<file path="src/sv/erps_pkg.sv">
// Shared types and constants for the elliptical ROI pixel statistics block.
package erps_pkg;

  localparam int VALUE_W  = 8;
  localparam int CENTER_W = 12;
  localparam int SEMI_W   = 11;
  localparam int COUNT_W  = 25;
  localparam int SUM_W    = 32;
  localparam int MEAN_W   = 16;
  localparam int FRAC_W   = 8;
  localparam int STEP_W   = $clog2(MEAN_W);

  localparam int CFG_INDEX_W = 2;
  localparam int CFG_DATA_W  = 12;

  localparam logic [CFG_INDEX_W-1:0] REG_CENTER_X = 2'd0;
  localparam logic [CFG_INDEX_W-1:0] REG_CENTER_Y = 2'd1;
  localparam logic [CFG_INDEX_W-1:0] REG_SEMI_A   = 2'd2;
  localparam logic [CFG_INDEX_W-1:0] REG_SEMI_B   = 2'd3;

  localparam int QUEUE_AW    = 3;
  localparam int QUEUE_DEPTH = 1 << QUEUE_AW;
  localparam int QUEUE_CW    = QUEUE_AW + 1;

  typedef struct packed {
    logic               in_roi;
    logic [VALUE_W-1:0] value;
    logic               last;
  } entry_t;

  typedef enum logic [1:0] {
    BK_ACCUM,
    BK_PREP,
    BK_DIV,
    BK_DONE
  } back_state_t;

endpackage

</file>
<file path="src/sv/erps_ifs.sv">
// Handshake interfaces for the pixel, configuration and statistics channels.
interface erps_pix_if #(parameter int COORD_WIDTH = 12);
  logic                            valid;
  logic                            ready;
  logic [COORD_WIDTH-1:0]          pixel_x;
  logic [COORD_WIDTH-1:0]          pixel_y;
  logic [erps_pkg::VALUE_W-1:0]    pixel_value;
  logic                            last_pixel;

  modport source (output valid, pixel_x, pixel_y, pixel_value, last_pixel, input ready);
  modport sink   (input valid, pixel_x, pixel_y, pixel_value, last_pixel, output ready);
endinterface

interface erps_cfg_if;
  logic                              valid;
  logic                              ready;
  logic [erps_pkg::CFG_INDEX_W-1:0]  index;
  logic [erps_pkg::CFG_DATA_W-1:0]   data;

  modport source (output valid, index, data, input ready);
  modport sink   (input valid, index, data, output ready);
endinterface

interface erps_stats_if;
  logic                          valid;
  logic                          ready;
  logic [erps_pkg::VALUE_W-1:0]  min_value;
  logic [erps_pkg::VALUE_W-1:0]  max_value;
  logic [erps_pkg::COUNT_W-1:0]  pixel_count;
  logic [erps_pkg::MEAN_W-1:0]   mean_value;
  logic                          region_empty;

  modport source (output valid, min_value, max_value, pixel_count, mean_value, region_empty,
                  input ready);
  modport sink   (input valid, min_value, max_value, pixel_count, mean_value, region_empty,
                  output ready);
endinterface

</file>
<file path="src/sv/ellipse_roi_pixel_stats_core.sv">
// Top level of the elliptical ROI pixel statistics block.
//
//   channel  dir  beat carries
//   pix      in   pixel_x, pixel_y, pixel_value, last_pixel
//   cfg      in   index, data (center_x, center_y, semi_a, semi_b)
//   stats    out  min_value, max_value, pixel_count, mean_value, region_empty
//
// One pixel per cycle, when there is room, enters a three-stage multiply pipeline
// for the ellipse test, then an 8-entry queue, then the accumulators, which drain one
// beat per cycle while accumulating. A window's last pixel sends the back end through
// prep and, for a non-empty region whose mean does not clamp, the serial mean divider.
// Reset (rst, synchronous) clears the registers, the accumulators and the queue.
// A stalled stats beat holds in the result register while the next window accumulates.
module ellipse_roi_pixel_stats_core #(
  parameter int COORD_WIDTH = 12
) (
  input  logic          clk,
  input  logic          rst,
  erps_pix_if.sink      pix,
  erps_cfg_if.sink      cfg,
  erps_stats_if.source  stats
);

  logic                           push;
  erps_pkg::entry_t               push_entry;
  logic                           pop;
  erps_pkg::entry_t               head;
  logic                           empty;
  logic [erps_pkg::QUEUE_CW-1:0]  queue_count;

  erps_front #(
    .COORD_WIDTH(COORD_WIDTH)
  ) u_front (
    .clk         (clk),
    .rst         (rst),
    .cfg         (cfg),
    .pix         (pix),
    .queue_count (queue_count),
    .push        (push),
    .entry       (push_entry)
  );

  erps_queue u_queue (
    .clk        (clk),
    .rst        (rst),
    .push       (push),
    .push_entry (push_entry),
    .pop        (pop),
    .head       (head),
    .empty      (empty),
    .count      (queue_count)
  );

  erps_back u_back (
    .clk   (clk),
    .rst   (rst),
    .head  (head),
    .empty (empty),
    .pop   (pop),
    .stats (stats)
  );

endmodule

</file>
<file path="src/sv/erps_front.sv">
// Front end: configuration registers and the pipelined ellipse membership test.
module erps_front #(
  parameter int COORD_WIDTH = 12
) (
  input  logic                            clk,
  input  logic                            rst,
  erps_cfg_if.sink                        cfg,
  erps_pix_if.sink                        pix,
  input  logic [erps_pkg::QUEUE_CW-1:0]   queue_count,
  output logic                            push,
  output erps_pkg::entry_t                entry
);

  localparam int PW   = COORD_WIDTH + erps_pkg::SEMI_W;
  localparam int SQW  = 2 * PW;
  localparam int ABW  = 2 * erps_pkg::SEMI_W;
  localparam int AB2W = 4 * erps_pkg::SEMI_W;
  localparam int CMPW = (SQW + 1 > AB2W) ? SQW + 1 : AB2W;
  localparam int QUEUE_CW_T = erps_pkg::QUEUE_CW;

  logic [erps_pkg::CENTER_W-1:0] center_x;
  logic [erps_pkg::CENTER_W-1:0] center_y;
  logic [erps_pkg::SEMI_W-1:0]   semi_a;
  logic [erps_pkg::SEMI_W-1:0]   semi_b;

  logic [COORD_WIDTH-1:0] cx;
  logic [COORD_WIDTH-1:0] cy;
  logic [COORD_WIDTH-1:0] dx_next;
  logic [COORD_WIDTH-1:0] dy_next;
  logic                   accept;

  logic                           s1_valid;
  logic [COORD_WIDTH-1:0]         s1_dx;
  logic [COORD_WIDTH-1:0]         s1_dy;
  logic [erps_pkg::VALUE_W-1:0]   s1_value;
  logic                           s1_last;

  logic                           s2_valid;
  logic [PW-1:0]                  s2_p;
  logic [PW-1:0]                  s2_q;
  logic [ABW-1:0]                 s2_ab;
  logic                           s2_zero;
  logic [erps_pkg::VALUE_W-1:0]   s2_value;
  logic                           s2_last;

  logic                           s3_valid;
  logic [SQW-1:0]                 s3_p2;
  logic [SQW-1:0]                 s3_q2;
  logic [AB2W-1:0]                s3_ab2;
  logic                           s3_zero;
  logic [erps_pkg::VALUE_W-1:0]   s3_value;
  logic                           s3_last;

  logic [SQW-1:0]      p_sq;
  logic [SQW-1:0]      q_sq;
  logic [AB2W-1:0]     ab_sq;
  logic [SQW:0]        ell_lhs;
  logic [QUEUE_CW_T:0] occupancy;

  assign cfg.ready = 1'b1;

  always_ff @(posedge clk) begin
    if (rst) begin
      center_x <= '0;
      center_y <= '0;
      semi_a   <= '0;
      semi_b   <= '0;
    end else if (cfg.valid) begin
      case (cfg.index)
        erps_pkg::REG_CENTER_X: center_x <= cfg.data;
        erps_pkg::REG_CENTER_Y: center_y <= cfg.data;
        erps_pkg::REG_SEMI_A:   semi_a   <= cfg.data[erps_pkg::SEMI_W-1:0];
        erps_pkg::REG_SEMI_B:   semi_b   <= cfg.data[erps_pkg::SEMI_W-1:0];
        default: ;
      endcase
    end
  end

  // Take a pixel only if the queue can hold it and everything already in flight.
  assign occupancy = (QUEUE_CW_T+1)'(queue_count) + (QUEUE_CW_T+1)'(s1_valid)
                   + (QUEUE_CW_T+1)'(s2_valid) + (QUEUE_CW_T+1)'(s3_valid);
  assign pix.ready = occupancy < (QUEUE_CW_T+1)'(erps_pkg::QUEUE_DEPTH);
  assign accept    = pix.valid && pix.ready;

  assign cx      = COORD_WIDTH'(center_x);
  assign cy      = COORD_WIDTH'(center_y);
  assign dx_next = (pix.pixel_x >= cx) ? pix.pixel_x - cx : cx - pix.pixel_x;
  assign dy_next = (pix.pixel_y >= cy) ? pix.pixel_y - cy : cy - pix.pixel_y;

  assign p_sq  = SQW'(s2_p) * SQW'(s2_p);
  assign q_sq  = SQW'(s2_q) * SQW'(s2_q);
  assign ab_sq = AB2W'(s2_ab) * AB2W'(s2_ab);

  always_ff @(posedge clk) begin
    if (rst) begin
      s1_valid <= 1'b0;
      s2_valid <= 1'b0;
      s3_valid <= 1'b0;
    end else begin
      s1_valid <= accept;
      s2_valid <= s1_valid;
      s3_valid <= s2_valid;
    end
  end

  always_ff @(posedge clk) begin
    s1_dx    <= dx_next;
    s1_dy    <= dy_next;
    s1_value <= pix.pixel_value;
    s1_last  <= pix.last_pixel;

    s2_p     <= PW'(s1_dx) * PW'(semi_b);
    s2_q     <= PW'(s1_dy) * PW'(semi_a);
    s2_ab    <= ABW'(semi_a) * ABW'(semi_b);
    s2_zero  <= (semi_a == '0) || (semi_b == '0);
    s2_value <= s1_value;
    s2_last  <= s1_last;

    s3_p2    <= p_sq;
    s3_q2    <= q_sq;
    s3_ab2   <= ab_sq;
    s3_zero  <= s2_zero;
    s3_value <= s2_value;
    s3_last  <= s2_last;
  end

  assign ell_lhs      = {1'b0, s3_p2} + {1'b0, s3_q2};
  assign push         = s3_valid;
  assign entry.in_roi = !s3_zero && (CMPW'(ell_lhs) <= CMPW'(s3_ab2));
  assign entry.value  = s3_value;
  assign entry.last   = s3_last;

endmodule

</file>
<file path="src/sv/erps_queue.sv">
// Short first-word-fall-through queue between the membership test and the accumulators.
module erps_queue (
  input  logic                           clk,
  input  logic                           rst,
  input  logic                           push,
  input  erps_pkg::entry_t               push_entry,
  input  logic                           pop,
  output erps_pkg::entry_t               head,
  output logic                           empty,
  output logic [erps_pkg::QUEUE_CW-1:0]  count
);

  erps_pkg::entry_t                mem [erps_pkg::QUEUE_DEPTH];
  logic [erps_pkg::QUEUE_AW-1:0]   wr_ptr;
  logic [erps_pkg::QUEUE_AW-1:0]   rd_ptr;

  assign head  = mem[rd_ptr];
  assign empty = (count == '0);

  always_ff @(posedge clk) begin
    if (push) begin
      mem[wr_ptr] <= push_entry;
    end
  end

  always_ff @(posedge clk) begin
    if (rst) begin
      wr_ptr <= '0;
      rd_ptr <= '0;
      count  <= '0;
    end else begin
      if (push) begin
        wr_ptr <= wr_ptr + 1'b1;
      end
      if (pop) begin
        rd_ptr <= rd_ptr + 1'b1;
      end
      case ({push, pop})
        2'b10:   count <= count + 1'b1;
        2'b01:   count <= count - 1'b1;
        default: count <= count;
      endcase
    end
  end

endmodule

</file>
<file path="src/sv/erps_back.sv">
// Back end: running min/max/sum/count, serial mean divider and result register.
module erps_back (
  input  logic              clk,
  input  logic              rst,
  input  erps_pkg::entry_t  head,
  input  logic              empty,
  output logic              pop,
  erps_stats_if.source      stats
);

  localparam int VW = erps_pkg::VALUE_W;
  localparam int CW = erps_pkg::COUNT_W;
  localparam int SW = erps_pkg::SUM_W;
  localparam int MW = erps_pkg::MEAN_W;
  localparam int FW = erps_pkg::FRAC_W;

  erps_pkg::back_state_t state;
  erps_pkg::back_state_t state_next;

  logic [SW-1:0] intensity_sum;
  logic [CW-1:0] inside_count;
  logic [VW-1:0] running_min;
  logic [VW-1:0] running_max;

  logic [CW-1:0]                 rem;
  logic [MW-1:0]                 quot;
  logic [erps_pkg::STEP_W-1:0]   step;
  logic                          clamp;

  logic          out_valid;
  logic [VW-1:0] out_min;
  logic [VW-1:0] out_max;
  logic [CW-1:0] out_count;
  logic [MW-1:0] out_mean;
  logic          out_empty;

  logic          load_out;
  logic          clamp_now;
  logic [SW:0]   sum_add;
  logic [CW:0]   rem_shift;
  logic          geq;
  logic [CW:0]   rem_sub;
  logic [MW-1:0] mean_final;

  // Quotient overflows 16 bits exactly when sum >= count * 256.
  assign clamp_now = {1'b0, intensity_sum} >= {inside_count, {FW{1'b0}}};
  assign sum_add   = {1'b0, intensity_sum} + (SW+1)'(head.value);
  assign rem_shift = {rem, quot[MW-1]};
  assign geq       = rem_shift >= {1'b0, inside_count};
  assign rem_sub   = rem_shift - {1'b0, inside_count};

  always_comb begin
    if (inside_count == '0) begin
      mean_final = '0;
    end else if (clamp) begin
      mean_final = '1;
    end else begin
      mean_final = quot;
    end
  end

  always_ff @(posedge clk) begin
    if (rst) begin
      state <= erps_pkg::BK_ACCUM;
    end else begin
      state <= state_next;
    end
  end

  always_comb begin
    state_next = state;
    pop        = 1'b0;
    load_out   = 1'b0;
    case (state)
      erps_pkg::BK_ACCUM: begin
        if (!empty) begin
          pop = 1'b1;
          if (head.last) begin
            state_next = erps_pkg::BK_PREP;
          end
        end
      end
      erps_pkg::BK_PREP: begin
        if (inside_count == '0 || clamp_now) begin
          state_next = erps_pkg::BK_DONE;
        end else begin
          state_next = erps_pkg::BK_DIV;
        end
      end
      erps_pkg::BK_DIV: begin
        if (step == erps_pkg::STEP_W'(MW - 1)) begin
          state_next = erps_pkg::BK_DONE;
        end
      end
      erps_pkg::BK_DONE: begin
        if (!out_valid || stats.ready) begin
          load_out   = 1'b1;
          state_next = erps_pkg::BK_ACCUM;
        end
      end
      default: state_next = erps_pkg::BK_ACCUM;
    endcase
  end

  // Accumulators: saturate sum and count, clear once the result is handed off.
  always_ff @(posedge clk) begin
    if (rst || load_out) begin
      intensity_sum <= '0;
      inside_count  <= '0;
      running_min   <= '1;
      running_max   <= '0;
    end else if (pop && head.in_roi) begin
      if (head.value < running_min) begin
        running_min <= head.value;
      end
      if (head.value > running_max) begin
        running_max <= head.value;
      end
      intensity_sum <= sum_add[SW] ? '1 : sum_add[SW-1:0];
      if (inside_count != '1) begin
        inside_count <= inside_count + 1'b1;
      end
    end
  end

  // Restoring divide of (sum << 8) by count, one quotient bit per cycle.
  always_ff @(posedge clk) begin
    if (state == erps_pkg::BK_PREP) begin
      rem   <= CW'(intensity_sum[SW-1:FW]);
      quot  <= {intensity_sum[FW-1:0], {(MW-FW){1'b0}}};
      step  <= '0;
      clamp <= clamp_now;
    end else if (state == erps_pkg::BK_DIV) begin
      rem  <= geq ? rem_sub[CW-1:0] : rem_shift[CW-1:0];
      quot <= {quot[MW-2:0], geq};
      step <= step + 1'b1;
    end
  end

  always_ff @(posedge clk) begin
    if (rst) begin
      out_valid <= 1'b0;
    end else if (load_out) begin
      out_valid <= 1'b1;
    end else if (stats.ready) begin
      out_valid <= 1'b0;
    end
  end

  always_ff @(posedge clk) begin
    if (load_out) begin
      out_min   <= running_min;
      out_max   <= running_max;
      out_count <= inside_count;
      out_mean  <= mean_final;
      out_empty <= (inside_count == '0);
    end
  end

  assign stats.valid        = out_valid;
  assign stats.min_value    = out_min;
  assign stats.max_value    = out_max;
  assign stats.pixel_count  = out_count;
  assign stats.mean_value   = out_mean;
  assign stats.region_empty = out_empty;

endmodule

</file>
<file path="src/flat_wrapper.sv">
// flat-port wrapper written by rule: the top's interface ports become plain ports
module ellipse_roi_pixel_stats_core_flat 
#(
  parameter int COORD_WIDTH = 12
)
  (clk, rst, pix_valid, pix_pixel_x, pix_pixel_y, pix_pixel_value, pix_last_pixel, pix_ready, cfg_valid, cfg_index, cfg_data, cfg_ready, stats_valid, stats_min_value, stats_max_value, stats_pixel_count, stats_mean_value, stats_region_empty, stats_ready);
  erps_pix_if #(.COORD_WIDTH(COORD_WIDTH)) pix_i ();
  erps_cfg_if cfg_i ();
  erps_stats_if stats_i ();
  input  logic clk;
  input  logic rst;
  input wire logic [$bits(pix_i.valid)-1:0] pix_valid;
  input wire logic [$bits(pix_i.pixel_x)-1:0] pix_pixel_x;
  input wire logic [$bits(pix_i.pixel_y)-1:0] pix_pixel_y;
  input wire logic [$bits(pix_i.pixel_value)-1:0] pix_pixel_value;
  input wire logic [$bits(pix_i.last_pixel)-1:0] pix_last_pixel;
  output wire logic [$bits(pix_i.ready)-1:0] pix_ready;
  input wire logic [$bits(cfg_i.valid)-1:0] cfg_valid;
  input wire logic [$bits(cfg_i.index)-1:0] cfg_index;
  input wire logic [$bits(cfg_i.data)-1:0] cfg_data;
  output wire logic [$bits(cfg_i.ready)-1:0] cfg_ready;
  output wire logic [$bits(stats_i.valid)-1:0] stats_valid;
  output wire logic [$bits(stats_i.min_value)-1:0] stats_min_value;
  output wire logic [$bits(stats_i.max_value)-1:0] stats_max_value;
  output wire logic [$bits(stats_i.pixel_count)-1:0] stats_pixel_count;
  output wire logic [$bits(stats_i.mean_value)-1:0] stats_mean_value;
  output wire logic [$bits(stats_i.region_empty)-1:0] stats_region_empty;
  input wire logic [$bits(stats_i.ready)-1:0] stats_ready;
  assign pix_i.valid = pix_valid;
  assign pix_i.pixel_x = pix_pixel_x;
  assign pix_i.pixel_y = pix_pixel_y;
  assign pix_i.pixel_value = pix_pixel_value;
  assign pix_i.last_pixel = pix_last_pixel;
  assign pix_ready = pix_i.ready;
  assign cfg_i.valid = cfg_valid;
  assign cfg_i.index = cfg_index;
  assign cfg_i.data = cfg_data;
  assign cfg_ready = cfg_i.ready;
  assign stats_valid = stats_i.valid;
  assign stats_min_value = stats_i.min_value;
  assign stats_max_value = stats_i.max_value;
  assign stats_pixel_count = stats_i.pixel_count;
  assign stats_mean_value = stats_i.mean_value;
  assign stats_region_empty = stats_i.region_empty;
  assign stats_i.ready = stats_ready;
  ellipse_roi_pixel_stats_core #(.COORD_WIDTH(COORD_WIDTH)) u_core (.clk(clk), .rst(rst), .pix(pix_i), .cfg(cfg_i), .stats(stats_i));
endmodule
</file>
<file path="config.mk">
export PLATFORM = sky130hd
export DESIGN_NAME = ellipse_roi_pixel_stats_core_flat
export DESIGN_NICKNAME = d
export VERILOG_FILES = /design/src/sv/erps_pkg.sv /design/src/sv/erps_ifs.sv /design/src/sv/ellipse_roi_pixel_stats_core.sv /design/src/sv/erps_front.sv /design/src/sv/erps_queue.sv /design/src/sv/erps_back.sv /design/src/flat_wrapper.sv
export SDC_FILE = /design/constraint.sdc
export NUM_CORES = 2
export LEC_CHECK = 0
export ABC_AREA = 1
export BUFFER_PORTS_ARGS = -buffer_cell sky130_fd_sc_hd__buf_4
export CAP_MARGIN = 5
export CORE_AREA = 10 10 707 361
export CTS_CLUSTER_DIAMETER = 80
export DETAILED_ROUTE_END_ITERATION = 8
export DIE_AREA = 0 0 717 371
export PLACE_DENSITY_LB_ADDON = 0.12
export SLEW_MARGIN = 25
export SYNTH_ARGS = -nofsm -noshare
export SYNTH_HDL_FRONTEND = slang
export SYNTH_SLANG_ARGS = --single-unit
</file>
<file path="constraint.sdc">
create_clock -name clk -period 7.4 [get_ports clk]
set_clock_uncertainty 0.1 [all_clocks]
set_input_delay 0.37 -clock clk [delete_from_list [all_inputs] [get_ports clk]]
set_output_delay 0.37 -clock clk [all_outputs]
set_load 0.05 [all_outputs]
</file>
==> metrics.txt <==
clock sinks around 580; number of global-route vias before repair 67600; largest family of logic cells by synthesized area adder cells; first-pass GRT wire length about 380000 um; Iter 0 DRT Violations 3314; GR Util All Layers 0.180; Synth Area in Compound Gates 0.0734; total grt overflow 0; largest net degree at the start of global routing 60; grt met1 use 0.259; drt wl/cell approximately 17 um; mux share of post-synthesis cell area 0.000976; FFs w/ async S/R, synth 0; maximum clock frequency 142 MHz; worst-path fanout max 16; num ports 113; GP Congestion ~0.89; total number of vias around 63000; RSZ-0062 raised after global routing false; Placed Area 89800 um^2; CTS tree yes; Vias/cell 4.61; Slew headroom 0.312; Max stage delay cell, worst path dfxtp_1; met3 Use GR 0.0234; Nets 12800; critical path arrival about 7.5 ns; die footprint 266000 um^2; Hold Path Class in2reg; post-route cell area 92700 um^2; first drt pass iteration count 6; Post-Syn Area 84600 um^2; Seq/Total Area, Yosys 0.156; Seq cells post-synth 576; Max stage delay on crit path 0.89 ns; Netlist cell types 64; number of H-tree levels 3; postcts setup bufs 0; CP Data Required Time around 7.9 ns; outcome finished clean; Post-Synth XOR/XNOR Area 0.0331; CP Cell Sequence nand2_1 -> inv_1 -> fa_1 -> fa_1 -> inv_1 -> fa_1 -> fa_1 -> inv_1 -> fa_1 -> fa_1 -> inv_1 -> fa_1 -> inv_1 -> ha_1 -> a21oi_1 -> o21ai_0 -> a21oi_1 -> nand3_1 -> a21oi_1 -> o21ai_0 -> xor2_1; Worst Max-Slew Pin Slew between 1 and 1.5 ns; maximum root-to-sink buffer count 3; Die Span Y around 370 um; Simple-Gate Fraction of Synth Area 0.137; CTS buffer count just over 70; Synth Area in Adders 0.460; min Tclk post-route 7.03 ns; Synth Net Count 12600; Port-buffer cells 111; share of cells above drive strength 1 0.0442; CP most frequent cell fa_1; Max-Cap Viols 0; Core Rows about 130; # DRC 0; Synth Instances 10300; most common cell after layout, fill and taps aside inv_1; most frequent cells in the layout 2836 x inv_1, 2000 x nand2_1, 1384 x fa_1; yosys warns 0; CP Launch Type flop; synthesized area per cell 8.21 um^2; post-route antenna net violation count 0; busiest grt layer met2; Final period util 0.950; Initial Utilization 0.349; area grow syn2layout 9.57%; Post-synth EDFFs approximately 170; CTS root buf clkbuf_16; count of final setup violators 0; Synth Flop Type dfxtp_1; crit end category flop; worst skew pair latency 0.73 ns; Clk pin slew, worst setup/hold paths 0.06 ns; dpl hpwl 200000 um; setup_tns 0 ns; max-slew violations 0; area of the core ~240000 um^2; WL final 236000 um; initial antenna violation count 26; Die W a little over 700 um; GRT met2 Usage 0.294; final-report hold violation count 0; crit path kind reg2reg
==> through the flow <==
stage / hold WS [ns] / utilization / std cells / setup slack, ns
floorplan: 0.210 / - / 10300 / 1.31
global placement: 0.210 / 0.371 / 13600 / 0.412
detailed placement: 0.212 / 0.371 / 13600 / 0.397
CTS: 0.00711 / 0.382 / 13700 / 0.321
global route: 0.0489 / 0.382 / 13700 / 0.0305
finish: 0.0485 / 0.382 / 13700 / 0.370
==> worst max-delay path, delay by kind of cell (launching register included) <==
kind / cells / cell delay [ns]
XOR/XNOR: 1 / 0.16
AND/OR/NAND/NOR: 2 / 0.49
AO/OA/AOI/OAI: 5 / 1.15
flip-flops: 1 / 0.89
adder cells (fa/ha/maj): 8 / 3.79
buffers and inverters: 5 / 0.34
==> path summary, 6_finish.rpt <==
check,start,endpoint,slack (ns),cells after the start
worst max-delay path,u_core.u_front.s2_q[4],u_core.u_front.s3_q2[41],0.37,21
worst min-delay path,pix_pixel_y[1],u_core.u_front.s1_dy[1],0.05,3
worst max register to register,u_core.u_front.s2_q[4],u_core.u_front.s3_q2[41],0.37,21
worst min register to register,u_core.u_front.s2_value[1],u_core.u_front.s3_value[1],0.23,0
==> registers in the layout, indices dropped and copies added, names as in the netlist, 22 cells and up, named ones only <==
signal                           count
u_core.u_queue.mem                  80
u_core.u_front.s3_p2                45
u_core.u_front.s3_q2                45
u_core.u_front.s3_ab2               43
u_core.u_back.intensity_sum         32
u_core.u_back.inside_count          25
u_core.u_back.rem                   25
u_core.u_back.stats.pixel_count     25
u_core.u_front.s2_p                 23
u_core.u_front.s2_q                 23
u_core.u_front.s2_ab                22
==> cell type report <==
cell class	count	area, um^2
Clock inverter	47	651
Sequential cell	576	13200
Timing Repair Buffer	310	2490
Antenna cell	11	27.5
Multi-Input combinational cell	6612	59700
Fill cell	25500	150000
Inverter	2847	10700
Clock buffer	85	1920
Tap cell	3250	4070
==> cells in the mapped netlist (45+ instances only) <==
| master | instances | share of area |
|---|---|---|
| xor2_1 | 207 | 0.021 |
| nand4_1 | 68 | 0.0050 |
| xnor2_1 | 113 | 0.012 |
| ha_1 | 899 | 0.13 |
| nand3_1 | 200 | 0.012 |
| edfxtp_1 | 171 | 0.061 |
| clkbuf_1 | 247 | 0.011 |
| a21o_1 | 45 | 0.0040 |
| a31oi_1 | 58 | 0.0043 |
| inv_1 | 2837 | 0.13 |
| nor3_1 | 54 | 0.0032 |
| fa_1 | 1384 | 0.33 |
| nor2_1 | 480 | 0.021 |
| nand2_1 | 2000 | 0.089 |
| a21oi_1 | 485 | 0.029 |
| o21ai_0 | 370 | 0.022 |
| dfxtp_1 | 405 | 0.096 |
==> repair_timing <==
item | 4_1_cts | 5_1_grt
resized for setup | 0 | 1
hold buffers | 29 | 0
endpoints found under the setup margin | 0 | 1
hold endpoints to repair | 58 | 0
==> per-layer routing <==
layer	vias to the layer above	share of wire
li1	31100	-
met1	31000	0.50
met2	1027	0.45
met3	217	0.042
met4	22	0.014
met5	-	0.00061
==> logic make-up after synthesis <==
| logic type | Yosys count |
|---|---|
| mux | 8 |
| simple gates | 2884 |
| xor+xnor | 320 |
| flops | 576 |
| other cells | 1 |
| compound gates | 1116 |
| buf+inv | 3120 |
| fa+ha+maj | 2283 |
Power is not shown: default switching activity piles up to over one toggle a cycle in this logic, so the estimate is an artifact.
